[config.mk]
export PLATFORM = sky130hd
export DESIGN_NAME = fifo_run_queue_scheduler_core_flat
export DESIGN_NICKNAME = d
export VERILOG_FILES = /design/src/sv/frqs_pkg.sv /design/src/sv/frqs_if.sv /design/src/sv/fifo_run_queue_scheduler_core.sv /design/src/flat_wrapper.sv
export SDC_FILE = /design/constraint.sdc
export NUM_CORES = 1
export LEC_CHECK = 0
export ABC_AREA = 1
export CAP_MARGIN = 40
export CORE_ASPECT_RATIO = 1.4
export CORE_MARGIN = 8
export CORE_UTILIZATION = 50
export DETAILED_ROUTE_END_ITERATION = 6
export DONT_BUFFER_PORTS = 1
export SLEW_MARGIN = 20
export SYNTH_ARGS = -nofsm -noshare
export SYNTH_HDL_FRONTEND = slang
export SYNTH_SLANG_ARGS = --single-unit
[constraint.sdc]
create_clock -name clock -period 4.8 [get_ports clock]
set_input_delay 0.24 -clock clock [delete_from_list [all_inputs] [get_ports clock]]
set_output_delay 0.24 -clock clock [all_outputs]
set_load 0.05 [all_outputs]
[src/sv/frqs_pkg.sv]
// ----------------------------------------------------------------------------
// frqs_pkg: shared types and constants of the FIFO run queue scheduler
// Field widths, request and status codes, and parameter defaults.
// ----------------------------------------------------------------------------
package frqs_pkg;

   // Fixed field widths
   localparam int TASK_W   = 4;
   localparam int REQ_W    = 2;
   localparam int STATUS_W = 3;
   localparam int COUNT_W  = 5;

   // Number of distinct task ids that a field can carry
   localparam int TASK_IDS = 1 << TASK_W;

   // Parameter defaults and reset values
   localparam int                MAX_TASKS_DEF = 16;
   localparam logic [TASK_W-1:0] IDLE_RESET    = '0;

   // Request codes
   typedef enum logic [REQ_W-1:0] {
      REQ_ENQUEUE  = 2'd0,
      REQ_REMOVE   = 2'd1,
      REQ_SCHEDULE = 2'd2,
      REQ_NOP      = 2'd3
   } req_code_type;

   // Result status codes
   typedef enum logic [STATUS_W-1:0] {
      ST_OK              = 3'd0,
      ST_ALREADY         = 3'd1,
      ST_NOT_QUEUED      = 3'd2,
      ST_EMPTY           = 3'd3,
      ST_NOT_PREEMPTIBLE = 3'd4
   } status_code_type;

endpackage

[src/sv/frqs_if.sv]
// ----------------------------------------------------------------------------
// frqs_if: request and response channels of the run queue scheduler
// Valid/ready channels; an item moves when valid and ready are both high.
// ----------------------------------------------------------------------------

// Request channel: one scheduler request per item
interface frqs_req_if import frqs_pkg::*; ();
   logic                valid;
   logic                ready;
   logic [REQ_W-1:0]    req_type;
   logic [TASK_W-1:0]   task_id;
   logic                current_running;
   logic                preempt_blocked;

   modport source (output valid, req_type, task_id, current_running,
                   preempt_blocked, input ready);
   modport sink   (input valid, req_type, task_id, current_running,
                   preempt_blocked, output ready);
endinterface

// Response channel: one result item per request
interface frqs_rsp_if import frqs_pkg::*; ();
   logic                valid;
   logic                ready;
   logic [STATUS_W-1:0] status;
   logic                switched;
   logic [TASK_W-1:0]   prev_task;
   logic [TASK_W-1:0]   next_task;
   logic [COUNT_W-1:0]  queue_count;

   modport source (output valid, status, switched, prev_task, next_task,
                   queue_count, input ready);
   modport sink   (input valid, status, switched, prev_task, next_task,
                   queue_count, output ready);
endinterface

[src/sv/fifo_run_queue_scheduler_core.sv]
// ----------------------------------------------------------------------------
// fifo_run_queue_scheduler_core: round-robin FIFO ready queue of task ids
// Doubly linked list in per-task link registers, with enqueue, remove and
// schedule requests and one result item per request.
// ----------------------------------------------------------------------------
// The block accepts one request per clock while the response side does not
// stall. The request is captured in an input register, the queue state (head,
// tail, count, queued flags, link registers) is updated in a single pass from
// that register, and the result lands in an output register.
// Each link register file is read at one address and written at one address
// per request, which is what lets a request follow in the very next cycle.
// A full response side stalls the input register and then the request channel.
// The idle task id is to be written through csr_wr_en/csr_wr_data only while
// no request is in flight; the block itself does not enforce this. The current
// task follows it if it was the idle task.
// ----------------------------------------------------------------------------
module fifo_run_queue_scheduler_core import frqs_pkg::*; #(
   parameter int MAX_TASKS = MAX_TASKS_DEF
) (
   input  logic              clock,
   input  logic              reset,
   frqs_req_if.sink          req_bus,
   frqs_rsp_if.source        rsp_bus,
   input  logic              csr_wr_en,
   input  logic [TASK_W-1:0] csr_wr_data
);

   // Storage only for ids that a task field can name
   localparam int DEPTH = (MAX_TASKS < TASK_IDS) ? MAX_TASKS : TASK_IDS;
   localparam int IDX_W = $clog2(DEPTH);

   // Input register
   logic                s1_valid_ff, s1_valid_in;
   logic [REQ_W-1:0]    s1_type_ff;
   logic [TASK_W-1:0]   s1_task_ff;
   logic                s1_run_ff;
   logic                s1_blk_ff;

   // Queue state
   logic [TASK_W-1:0]   next_link_ff [DEPTH];
   logic [TASK_W-1:0]   prev_link_ff [DEPTH];
   logic [DEPTH-1:0]    queued_flag_ff, queued_flag_in;
   logic [TASK_W-1:0]   head_ff, head_in;
   logic [TASK_W-1:0]   tail_ff, tail_in;
   logic [COUNT_W-1:0]  entry_count_ff, entry_count_in;
   logic [TASK_W-1:0]   current_ff, current_in;
   logic [TASK_W-1:0]   idle_ff, idle_in;

   // Result register
   logic                rsp_valid_ff, rsp_valid_in;
   logic [STATUS_W-1:0] rsp_status_ff;
   logic                rsp_switched_ff;
   logic [TASK_W-1:0]   rsp_prev_ff;
   logic [TASK_W-1:0]   rsp_next_ff;
   logic [COUNT_W-1:0]  rsp_count_ff;

   // Single-pass results
   status_code_type     status;
   logic                switched;
   logic [TASK_W-1:0]   item_current;

   // Link file ports
   logic [TASK_W-1:0]   nl_rd_addr;
   logic [TASK_W-1:0]   nl_rd;
   logic [TASK_W-1:0]   pl_rd;
   logic                nl_we, pl_we;
   logic [TASK_W-1:0]   nl_wa, nl_wd, pl_wa, pl_wd;

   // Handshake
   logic                rsp_open;
   logic                s1_fire;
   logic                req_take;

   // Request decode
   logic                t_ok;
   logic [IDX_W-1:0]    t_idx;
   logic                t_queued;
   logic [IDX_W-1:0]    head_idx;
   logic [IDX_W-1:0]    cur_idx;
   logic                requeue;

   // Advance the input register whenever the result register can take an item
   assign rsp_open      = !rsp_valid_ff || rsp_bus.ready;
   assign s1_fire       = s1_valid_ff && rsp_open;
   assign req_bus.ready = !s1_valid_ff || rsp_open;
   assign req_take      = req_bus.valid && req_bus.ready;

   assign s1_valid_in  = req_take ? 1'b1 : (s1_fire ? 1'b0 : s1_valid_ff);
   assign rsp_valid_in = s1_fire ? 1'b1 : (rsp_bus.ready ? 1'b0 : rsp_valid_ff);

   // Decode the task of the held item
   assign t_ok     = 32'(s1_task_ff) < MAX_TASKS;
   assign t_idx    = s1_task_ff[IDX_W-1:0];
   assign t_queued = t_ok && queued_flag_ff[t_idx];
   assign head_idx = head_ff[IDX_W-1:0];
   assign cur_idx  = current_ff[IDX_W-1:0];

   // Put the current task back unless idle, not running, not storable, or queued other than at the head
   assign requeue = (current_ff != idle_ff) && s1_run_ff &&
                    (32'(current_ff) < MAX_TASKS) &&
                    (!queued_flag_ff[cur_idx] || current_ff == head_ff);

   // Read the link files at one address each
   assign nl_rd_addr = (req_code_type'(s1_type_ff) == REQ_SCHEDULE) ? head_ff : s1_task_ff;
   assign nl_rd      = next_link_ff[nl_rd_addr[IDX_W-1:0]];
   assign pl_rd      = prev_link_ff[t_idx];

   // Update queue state for the held item
   always_comb begin
      head_in        = head_ff;
      tail_in        = tail_ff;
      entry_count_in = entry_count_ff;
      queued_flag_in = queued_flag_ff;
      item_current   = current_ff;
      status         = ST_OK;
      switched       = 1'b0;
      nl_we          = 1'b0;
      nl_wa          = '0;
      nl_wd          = '0;
      pl_we          = 1'b0;
      pl_wa          = '0;
      pl_wd          = '0;
      if (s1_fire) begin
         case (req_code_type'(s1_type_ff))
            REQ_ENQUEUE: begin
               if (!t_ok) begin
                  status = ST_NOT_QUEUED;
               end else if (t_queued) begin
                  status = ST_ALREADY;
               end else begin
                  queued_flag_in[t_idx] = 1'b1;
                  entry_count_in        = entry_count_ff + 1'b1;
                  tail_in               = s1_task_ff;
                  if (entry_count_ff == '0) begin
                     head_in = s1_task_ff;
                  end else begin
                     nl_we = 1'b1;
                     nl_wa = tail_ff;
                     nl_wd = s1_task_ff;
                     pl_we = 1'b1;
                     pl_wa = s1_task_ff;
                     pl_wd = tail_ff;
                  end
               end
            end
            REQ_REMOVE: begin
               if (!t_queued) begin
                  status = ST_NOT_QUEUED;
               end else begin
                  queued_flag_in[t_idx] = 1'b0;
                  if (entry_count_ff <= COUNT_W'(1)) begin
                     head_in        = '0;
                     tail_in        = '0;
                     entry_count_in = '0;
                  end else begin
                     entry_count_in = entry_count_ff - 1'b1;
                     // Bypass the task from its neighbors
                     if (s1_task_ff == head_ff) begin
                        head_in = nl_rd;
                     end else begin
                        nl_we = 1'b1;
                        nl_wa = pl_rd;
                        nl_wd = nl_rd;
                     end
                     if (s1_task_ff == tail_ff) begin
                        tail_in = pl_rd;
                     end else begin
                        pl_we = 1'b1;
                        pl_wa = nl_rd;
                        pl_wd = pl_rd;
                     end
                  end
               end
            end
            REQ_SCHEDULE: begin
               if (s1_blk_ff) begin
                  status = ST_NOT_PREEMPTIBLE;
               end else if (entry_count_ff == '0) begin
                  status = ST_EMPTY;
               end else begin
                  // Pop the head, then requeue the current task at the tail
                  queued_flag_in[head_idx] = 1'b0;
                  if (requeue) begin
                     queued_flag_in[cur_idx] = 1'b1;
                  end
                  item_current = head_ff;
                  switched     = (head_ff != current_ff);
                  if (entry_count_ff == COUNT_W'(1)) begin
                     if (requeue) begin
                        head_in = current_ff;
                        tail_in = current_ff;
                     end else begin
                        head_in        = '0;
                        tail_in        = '0;
                        entry_count_in = '0;
                     end
                  end else begin
                     head_in = nl_rd;
                     if (requeue) begin
                        tail_in = current_ff;
                        nl_we   = 1'b1;
                        nl_wa   = tail_ff;
                        nl_wd   = current_ff;
                        pl_we   = 1'b1;
                        pl_wa   = current_ff;
                        pl_wd   = tail_ff;
                     end else begin
                        entry_count_in = entry_count_ff - 1'b1;
                     end
                  end
               end
            end
            default: begin
               status = ST_OK;
            end
         endcase
      end
   end

   // Let the current task follow an idle id rewrite
   always_comb begin
      idle_in    = idle_ff;
      current_in = item_current;
      if (csr_wr_en) begin
         idle_in = csr_wr_data;
         if (current_ff == idle_ff) begin
            current_in = csr_wr_data;
         end
      end
   end

   // Control and queue state registers
   always_ff @(posedge clock) begin
      if (reset) begin
         s1_valid_ff    <= 1'b0;
         rsp_valid_ff   <= 1'b0;
         queued_flag_ff <= '0;
         head_ff        <= '0;
         tail_ff        <= '0;
         entry_count_ff <= '0;
         current_ff     <= IDLE_RESET;
         idle_ff        <= IDLE_RESET;
      end else begin
         s1_valid_ff    <= s1_valid_in;
         rsp_valid_ff   <= rsp_valid_in;
         queued_flag_ff <= queued_flag_in;
         head_ff        <= head_in;
         tail_ff        <= tail_in;
         entry_count_ff <= entry_count_in;
         current_ff     <= current_in;
         idle_ff        <= idle_in;
      end
   end

   // Capture the accepted item
   always_ff @(posedge clock) begin
      if (req_take) begin
         s1_type_ff <= req_bus.req_type;
         s1_task_ff <= req_bus.task_id;
         s1_run_ff  <= req_bus.current_running;
         s1_blk_ff  <= req_bus.preempt_blocked;
      end
   end

   // Write the link files
   always_ff @(posedge clock) begin
      if (nl_we) begin
         next_link_ff[nl_wa[IDX_W-1:0]] <= nl_wd;
      end
      if (pl_we) begin
         prev_link_ff[pl_wa[IDX_W-1:0]] <= pl_wd;
      end
   end

   // Load the result register
   always_ff @(posedge clock) begin
      if (s1_fire) begin
         rsp_status_ff   <= status;
         rsp_switched_ff <= switched;
         rsp_prev_ff     <= current_ff;
         rsp_next_ff     <= item_current;
         rsp_count_ff    <= entry_count_in;
      end
   end

   assign rsp_bus.valid       = rsp_valid_ff;
   assign rsp_bus.status      = rsp_status_ff;
   assign rsp_bus.switched    = rsp_switched_ff;
   assign rsp_bus.prev_task   = rsp_prev_ff;
   assign rsp_bus.next_task   = rsp_next_ff;
   assign rsp_bus.queue_count = rsp_count_ff;

`ifndef ASSERT_OFF
   // Count never exceeds the storable tasks
   a_count_max: assert property (@(posedge clock) disable iff (reset)
      entry_count_ff <= COUNT_W'(DEPTH))
      else $error("queue count above capacity");

   // Queued flags agree with the count
   a_flags_count: assert property (@(posedge clock) disable iff (reset)
      $countones(queued_flag_ff) == 32'(entry_count_ff))
      else $error("queued flags disagree with queue count");

   // Empty queue parks head and tail at zero
   a_empty_zero: assert property (@(posedge clock) disable iff (reset)
      entry_count_ff == '0 |-> (head_ff == '0 && tail_ff == '0))
      else $error("empty queue with nonzero head or tail");

   // Head and tail of a non-empty queue are queued
   a_ends_queued: assert property (@(posedge clock) disable iff (reset)
      entry_count_ff != '0 |->
         (queued_flag_ff[head_ff[IDX_W-1:0]] && queued_flag_ff[tail_ff[IDX_W-1:0]]))
      else $error("queue end not marked queued");

   // A switch is reported only with a good status and a new task
   a_switch_ok: assert property (@(posedge clock) disable iff (reset)
      (rsp_valid_ff && rsp_switched_ff) |->
         (rsp_status_ff == ST_OK && rsp_prev_ff != rsp_next_ff))
      else $error("switch reported without a task change");
`endif

endmodule
[src/flat_wrapper.sv]
// flat-port wrapper written by rule: the top's interface ports become plain ports
module fifo_run_queue_scheduler_core_flat import frqs_pkg::*;
#(
   parameter int MAX_TASKS = MAX_TASKS_DEF
)
  (clock, reset, csr_wr_en, csr_wr_data, req_bus_valid, req_bus_req_type, req_bus_task_id, req_bus_current_running, req_bus_preempt_blocked, req_bus_ready, rsp_bus_valid, rsp_bus_status, rsp_bus_switched, rsp_bus_prev_task, rsp_bus_next_task, rsp_bus_queue_count, rsp_bus_ready);
  frqs_req_if req_bus_i ();
  frqs_rsp_if rsp_bus_i ();
  input  logic clock;
  input  logic reset;
  input  logic csr_wr_en;
  input  logic [TASK_W-1:0] csr_wr_data;
  input wire logic [$bits(req_bus_i.valid)-1:0] req_bus_valid;
  input wire logic [$bits(req_bus_i.req_type)-1:0] req_bus_req_type;
  input wire logic [$bits(req_bus_i.task_id)-1:0] req_bus_task_id;
  input wire logic [$bits(req_bus_i.current_running)-1:0] req_bus_current_running;
  input wire logic [$bits(req_bus_i.preempt_blocked)-1:0] req_bus_preempt_blocked;
  output wire logic [$bits(req_bus_i.ready)-1:0] req_bus_ready;
  output wire logic [$bits(rsp_bus_i.valid)-1:0] rsp_bus_valid;
  output wire logic [$bits(rsp_bus_i.status)-1:0] rsp_bus_status;
  output wire logic [$bits(rsp_bus_i.switched)-1:0] rsp_bus_switched;
  output wire logic [$bits(rsp_bus_i.prev_task)-1:0] rsp_bus_prev_task;
  output wire logic [$bits(rsp_bus_i.next_task)-1:0] rsp_bus_next_task;
  output wire logic [$bits(rsp_bus_i.queue_count)-1:0] rsp_bus_queue_count;
  input wire logic [$bits(rsp_bus_i.ready)-1:0] rsp_bus_ready;
  assign req_bus_i.valid = req_bus_valid;
  assign req_bus_i.req_type = req_bus_req_type;
  assign req_bus_i.task_id = req_bus_task_id;
  assign req_bus_i.current_running = req_bus_current_running;
  assign req_bus_i.preempt_blocked = req_bus_preempt_blocked;
  assign req_bus_ready = req_bus_i.ready;
  assign rsp_bus_valid = rsp_bus_i.valid;
  assign rsp_bus_status = rsp_bus_i.status;
  assign rsp_bus_switched = rsp_bus_i.switched;
  assign rsp_bus_prev_task = rsp_bus_i.prev_task;
  assign rsp_bus_next_task = rsp_bus_i.next_task;
  assign rsp_bus_queue_count = rsp_bus_i.queue_count;
  assign rsp_bus_i.ready = rsp_bus_ready;
  fifo_run_queue_scheduler_core #(.MAX_TASKS(MAX_TASKS)) u_core (.clock(clock), .reset(reset), .req_bus(req_bus_i), .rsp_bus(rsp_bus_i), .csr_wr_en(csr_wr_en), .csr_wr_data(csr_wr_data));
endmodule
# Yosys cells after proc, flatten, opt, wreduce, memory -nomap -nowiden
# Memories as Yosys holds them, arrays and structs flattened. A register that Yosys moved wholly into a read port is not among the register bits.
# Cells that the tools add are included.
# word_totals
input_bits	17
word_cells	187
ram_bits	128
memories	2
output_inout_bits	19
regBits	64
# classes
n_reduce_logical	22
mux	113
bitwise_logic	7
magnitude_cmp	7
n_addsub	2
n_eq_ne	17
# mem_list
name	words	word_bits	rd	rd_clocked_by_memory_dff	write_ports	line	rtl
u_core.next_link_ff	16	4	1	0	1	fifo_run_queue_scheduler_core.sv:40	logic [TASK_W-1:0] next_link_ff [DEPTH];
u_core.prev_link_ff	16	4	1	1	1	fifo_run_queue_scheduler_core.sv:41	logic [TASK_W-1:0] prev_link_ff [DEPTH];
# op_table
operator	count
$mux 4	52
$mux 16	5
$pmux 4 s3	6
$pmux 16 s3	1
$mux 5	9
$and 16x16->16	2
$not 16->16	2
$or 16x16->16	2
$mux 1	28
$eq 4x4->1	4
$reduce_and 8->1	2
$lt 4x5->1 const B	3
$pmux 5 s3	1
$demux 1 s4	3
$ge 4x1->1 const B	3
$pmux 3 s3	1
$bmux 1 s4	2
$ne 4x4->1	2
$logic_and 1x1->1	7
$ne 2x2->1 const B	3
$ne 3x1->1 const B	2
$pmux 1 s3	2
$reduce_and 6->1	1
$add 5x1->5 const B	1
other kinds (17)	24

# Longest topological paths before layout
# depth
word_depth	13
mapped_depth	18
mapped_depth_nobuf	17

# Least setup slack after synthesis
# OpenSTA, ideal clock, no wires.
# synth_path
kind	reg2reg
start	reg u_core.s1_type_ff[0]
end	mem u_core.prev_link_ff[1][0], enable pin
stages_incl_launch_ff	17
synth_period_minus_slack_ns	2.583
arrival_ns	2.254
setup_time_ns	0.329
required_time_ns	4.471
path_buffers	2
setup_slack_ns	2.217
cell_sequence	edfxtp_1 -> inv_1 -> ha_1 -> buf_6 -> nand2_1 -> o21ai_2 -> inv_4 -> buf_6 -> nand3_1 -> nand3_1 -> nand3_1 -> nand2_1 -> nor2_2 -> nand2_1 -> nand3_2 -> nand3_1 -> nor2_1
# synth_via
elab_chain_len	8
word_cells_on_any_way	14
# synth_rtl
item	line	rtl
from (decl)	fifo_run_queue_scheduler_core.sv:34	logic [REQ_W-1:0] s1_type_ff;
from (signal assigned)	fifo_run_queue_scheduler_core.sv:258	s1_type_ff <= req_bus.req_type;
$eq 2x2->1	fifo_run_queue_scheduler_core.sv:104, fifo_run_queue_scheduler_core.sv:124	
$mux 4	fifo_run_queue_scheduler_core.sv:104	assign nl_rd_addr = (req_code_type'(s1_type_ff) == REQ_SCHEDULE) ? head_ff : s1_task_ff;
$mem_v2 16x4	-	
$mux 4	fifo_run_queue_scheduler_core.sv:165	if (s1_task_ff == tail_ff) begin
$mux 4	fifo_run_queue_scheduler_core.sv:151	if (entry_count_ff <= COUNT_W'(1)) begin
$mux 4	fifo_run_queue_scheduler_core.sv:147	if (!t_queued) begin
$pmux 4 s3	fifo_run_queue_scheduler_core.sv:124	case (req_code_type'(s1_type_ff))
$mux 4	fifo_run_queue_scheduler_core.sv:123	if (s1_fire) begin
to (decl)	fifo_run_queue_scheduler_core.sv:41	
# Several ways; a longest one is shown, not always the timed one.

# Final worst setup path
# layout_path
start	reg u_core.s1_type_ff[0]
end	mem u_core.prev_link_ff[9][3], enable pin
# Same word-level chain as after synthesis.

==> summary.txt <==
Synth
  • Net Count, Synth: 1306
  • Async S/R FF share, synth: 0%
  • Register area share after synthesis: 52.57%
  • Syn_area_per_cell: 8.106 um^2
  • Synth Flop Type: edfxtp_1
  • Ys Warns: 0
  • Top cells by area, synth: edfxtp_1, nand2_1, dfxtp_1
  • Synth area leader: edfxtp_1
  • Post-synth top area share: 44.28%
  • Synthesis-stage register bit count: 196
  • EDFF count, synth: 153
  • Synth cell types: 34
  • Post-synthesis cell area: 10380 um^2
  • Syn Inst Count: 1280

Power
  • Leakage: 4.749 nW
  • Max IR drop VDD: 0.2473 mV
  • PD cells: 352.2 nW/um^2
  • PnR Total Power: 3.992 mW

Worst setup path
  • Most common cell on crit path: nand2_1
  • Crit path largest cell delay: 0.49 ns
  • Worst EP arrival: 3.66 ns
  • Max stage delay cell, worst path: ha_1
  • Critical Path RT: 4.91 ns
  • CP Launch Type: flop
  • WS Path Type: reg2reg
  • Peak fanout along the critical path: 22
  • Worst Setup End Kind: flop
  • CP cell instances: inv_1 > ha_1 > buf_4 > nand2_1 > o21ai_0 > inv_1 > nand3_1 > nand2_1 > nor2_2 > nand2_1 > nand3_2 > nand3_1 > nor2_1

Global routing
  • Antenna violations before repair: 0
  • Grt ovf: 0
  • Tot GR Track Use: 22.29%
  • Largest net degree at the start of global routing: 39
  • First-pass GRT wire length: 44560 um
  • Vias in the first global route: 8408

STA
  • Slew Viols, Final: 0
  • Normalized max-slew margin: 46.56%
  • Final Cycle Share: 74.06%
  • Max Clock Skew: 0.006782 ns
  • Fin crit period: 3.555 ns
  • Tightest hold margin: 0.04305 ns
  • # setup viols final: 0
  • Total negative slack: 0 ns
  • Worst Max-Slew Pin Slew: 0.7931 ns
  • RSZ-0062 raised after global routing: false
  • Final count of hold timing violations: 0
  • Peak Freq: 0.2813 GHz

Clock tree
  • CTS Buf Count: 17
  • Max Root-Sink Buffers: 2
  • CTS Root Cell: clkbuf_16
  • CTS tree: built
  • PostCTS Resize Cnt: 0
  • CTS clk-pin slew, worst paths: 0.07 ns
  • Htree depth: 4
  • Worst skew pair latency: 0.44 ns
  • Clk sinks: 196

Routing
  • DR iter-0 viols: 685
  • Vias after detailed routing: 8584
  • Post-route DRC: 0
  • Post-DR wirelength/cell: 18.22 um
  • ANT nets after route: 0
  • DRT Pass-1 Iters: 5
  • Number of vias per cell: 5.567
  • DRT Wirelength: 28090 um

Placement
  • Dpl cells: 1494
  • Final Wtd Congestion: 1.026
  • HPWL after DPL: 20190 um
  • Placed Instance Area: 10560 um^2
  • Buffers on Ports: 0

Floorplan
  • Die area: 25680 um^2
  • FP Rows: 62
  • IO Pins: 36
  • Core Area: 20480 um^2
  • Die span in y: 186.5 um
  • Initial Utilization: 50.67%
  • Die width: 137.8 um

Layout
  • Most common cell after layout, fill and taps aside: nand2_1
  • Fillers: 1976
  • Nets: 1299
  • Layout cell share with drive strength beyond 1: 6.221%
  • Non-Filler Instances: 1542
  • # diodes: 0
  • Most frequent cells in the layout: nand2_1, edfxtp_1, nand3_1
  • Final instance area: 11330 um^2
  • Area Overhead vs Synth: 9.225%

Status
  • Outcome: complete, no violations

Min path
  • Worst hold path type: in2reg

Job
  • Total of max-cap violations: 0
## area by class of cell
cell class / instances / area [um^2] / area share, %
Inverter: 140 / 528.0 / 4.659
Clock buffer: 18 / 439.2 / 3.875
Multi-Input combinational cell: 886 / 4091 / 36.10
Tap cell: 256 / 320.3 / 2.826
Clock inverter: 14 / 177.7 / 1.568
Timing Repair Buffer: 32 / 320.3 / 2.826
Sequential cell: 196 / 5456 / 48.15
## metrics by stage
stage          setup WS, ns  util, %
3_3_place_gp          1.261    51.24
6_report              1.245    55.34
5_1_grt              0.9728    55.34
2_1_floorplan         2.217        -
3_5_place_dp          1.242    51.55
4_1_cts               1.236    55.34
## synth_stat cells (3+ instances only)
| cell type | count |
|---|---|
| inv_1 | 133 |
| o21ai_2 | 5 |
| edfxtp_1 | 153 |
| inv_2 | 5 |
| o211ai_1 | 18 |
| nor3_1 | 7 |
| buf_4 | 6 |
| ha_1 | 9 |
| nor2_1 | 130 |
| buf_2 | 15 |
| nand3_2 | 6 |
| nand3_1 | 142 |
| nor2_2 | 7 |
| clkbuf_1 | 30 |
| xor2_1 | 13 |
| nand4_1 | 9 |
| nand2_1 | 356 |
| dfxtp_1 | 43 |
| a21oi_1 | 70 |
| o21ai_0 | 102 |
| buf_6 | 6 |
| nand2_2 | 3 |
## report_power, final
group	internal, mW	switching (mW)
sequential	1.86	0.0943
clock	0.766	0.697
combinational	0.171	0.407
## sequential cells by signal (all words and copies together) (netlist names), 5 cells and up, named ones only
signal,cells
u_core.rsp_bus.queue_count,5
u_core.next_link_ff,64
u_core.entry_count_ff,5
u_core.prev_link_ff,64
u_core.queued_flag_ff,16
## final timing paths
kind	startpoint	endpoint	slack, ns	depth (start not counted)
max reg2reg	u_core.s1_type_ff[0]	u_core.prev_link_ff[9][3]	1.24	13
min reg2reg	u_core.idle_ff[2]	u_core.idle_ff[2]	0.48	2
max	u_core.s1_type_ff[0]	u_core.prev_link_ff[9][3]	1.24	13
min	csr_wr_en	u_core.idle_ff[2]	0.04	2
## critical path: cells and delay by family, from the launching register on
family	cells	cell delay (ns)
and+or+nand+nor	8	1.33
adders and majority gates	1	0.49
DFF	1	0.42
buffers and inverters	3	0.65
AOI/OAI and AO/OA	1	0.31
## layer usage
metal  part of all wire, %  global-route usage (%)
met1                    40                   25.98
met2                    52                   38.72
met5                     0                       0
met3                   4.3                   3.710
met4                   3.8                   10.16
## cells by family (layout without fill, tap and decap cells)
logic type | count (synthesis) | after routing | share of synthesized area (%)
and+or+nand+nor | 664 | 664 | 26.82
AOI/OAI and AO/OA | 199 | 199 | 10.32
buffers and inverters | 198 | 204 | 8.019
DFF | 196 | 196 | 52.57
xor gates and xnor gates | 14 | 14 | 1.182
adders and majority gates | 9 | 9 | 1.085
## repair_timing
| item | 4_1_cts | 5_1_grt |
|---|---|---|
| buffers inserted | 0 | 0 |
| hold buffers | 16 | 0 |
| endpoints found under the hold margin | 25 | 0 |
No activity file was read; power rests on OpenSTA's default activity.
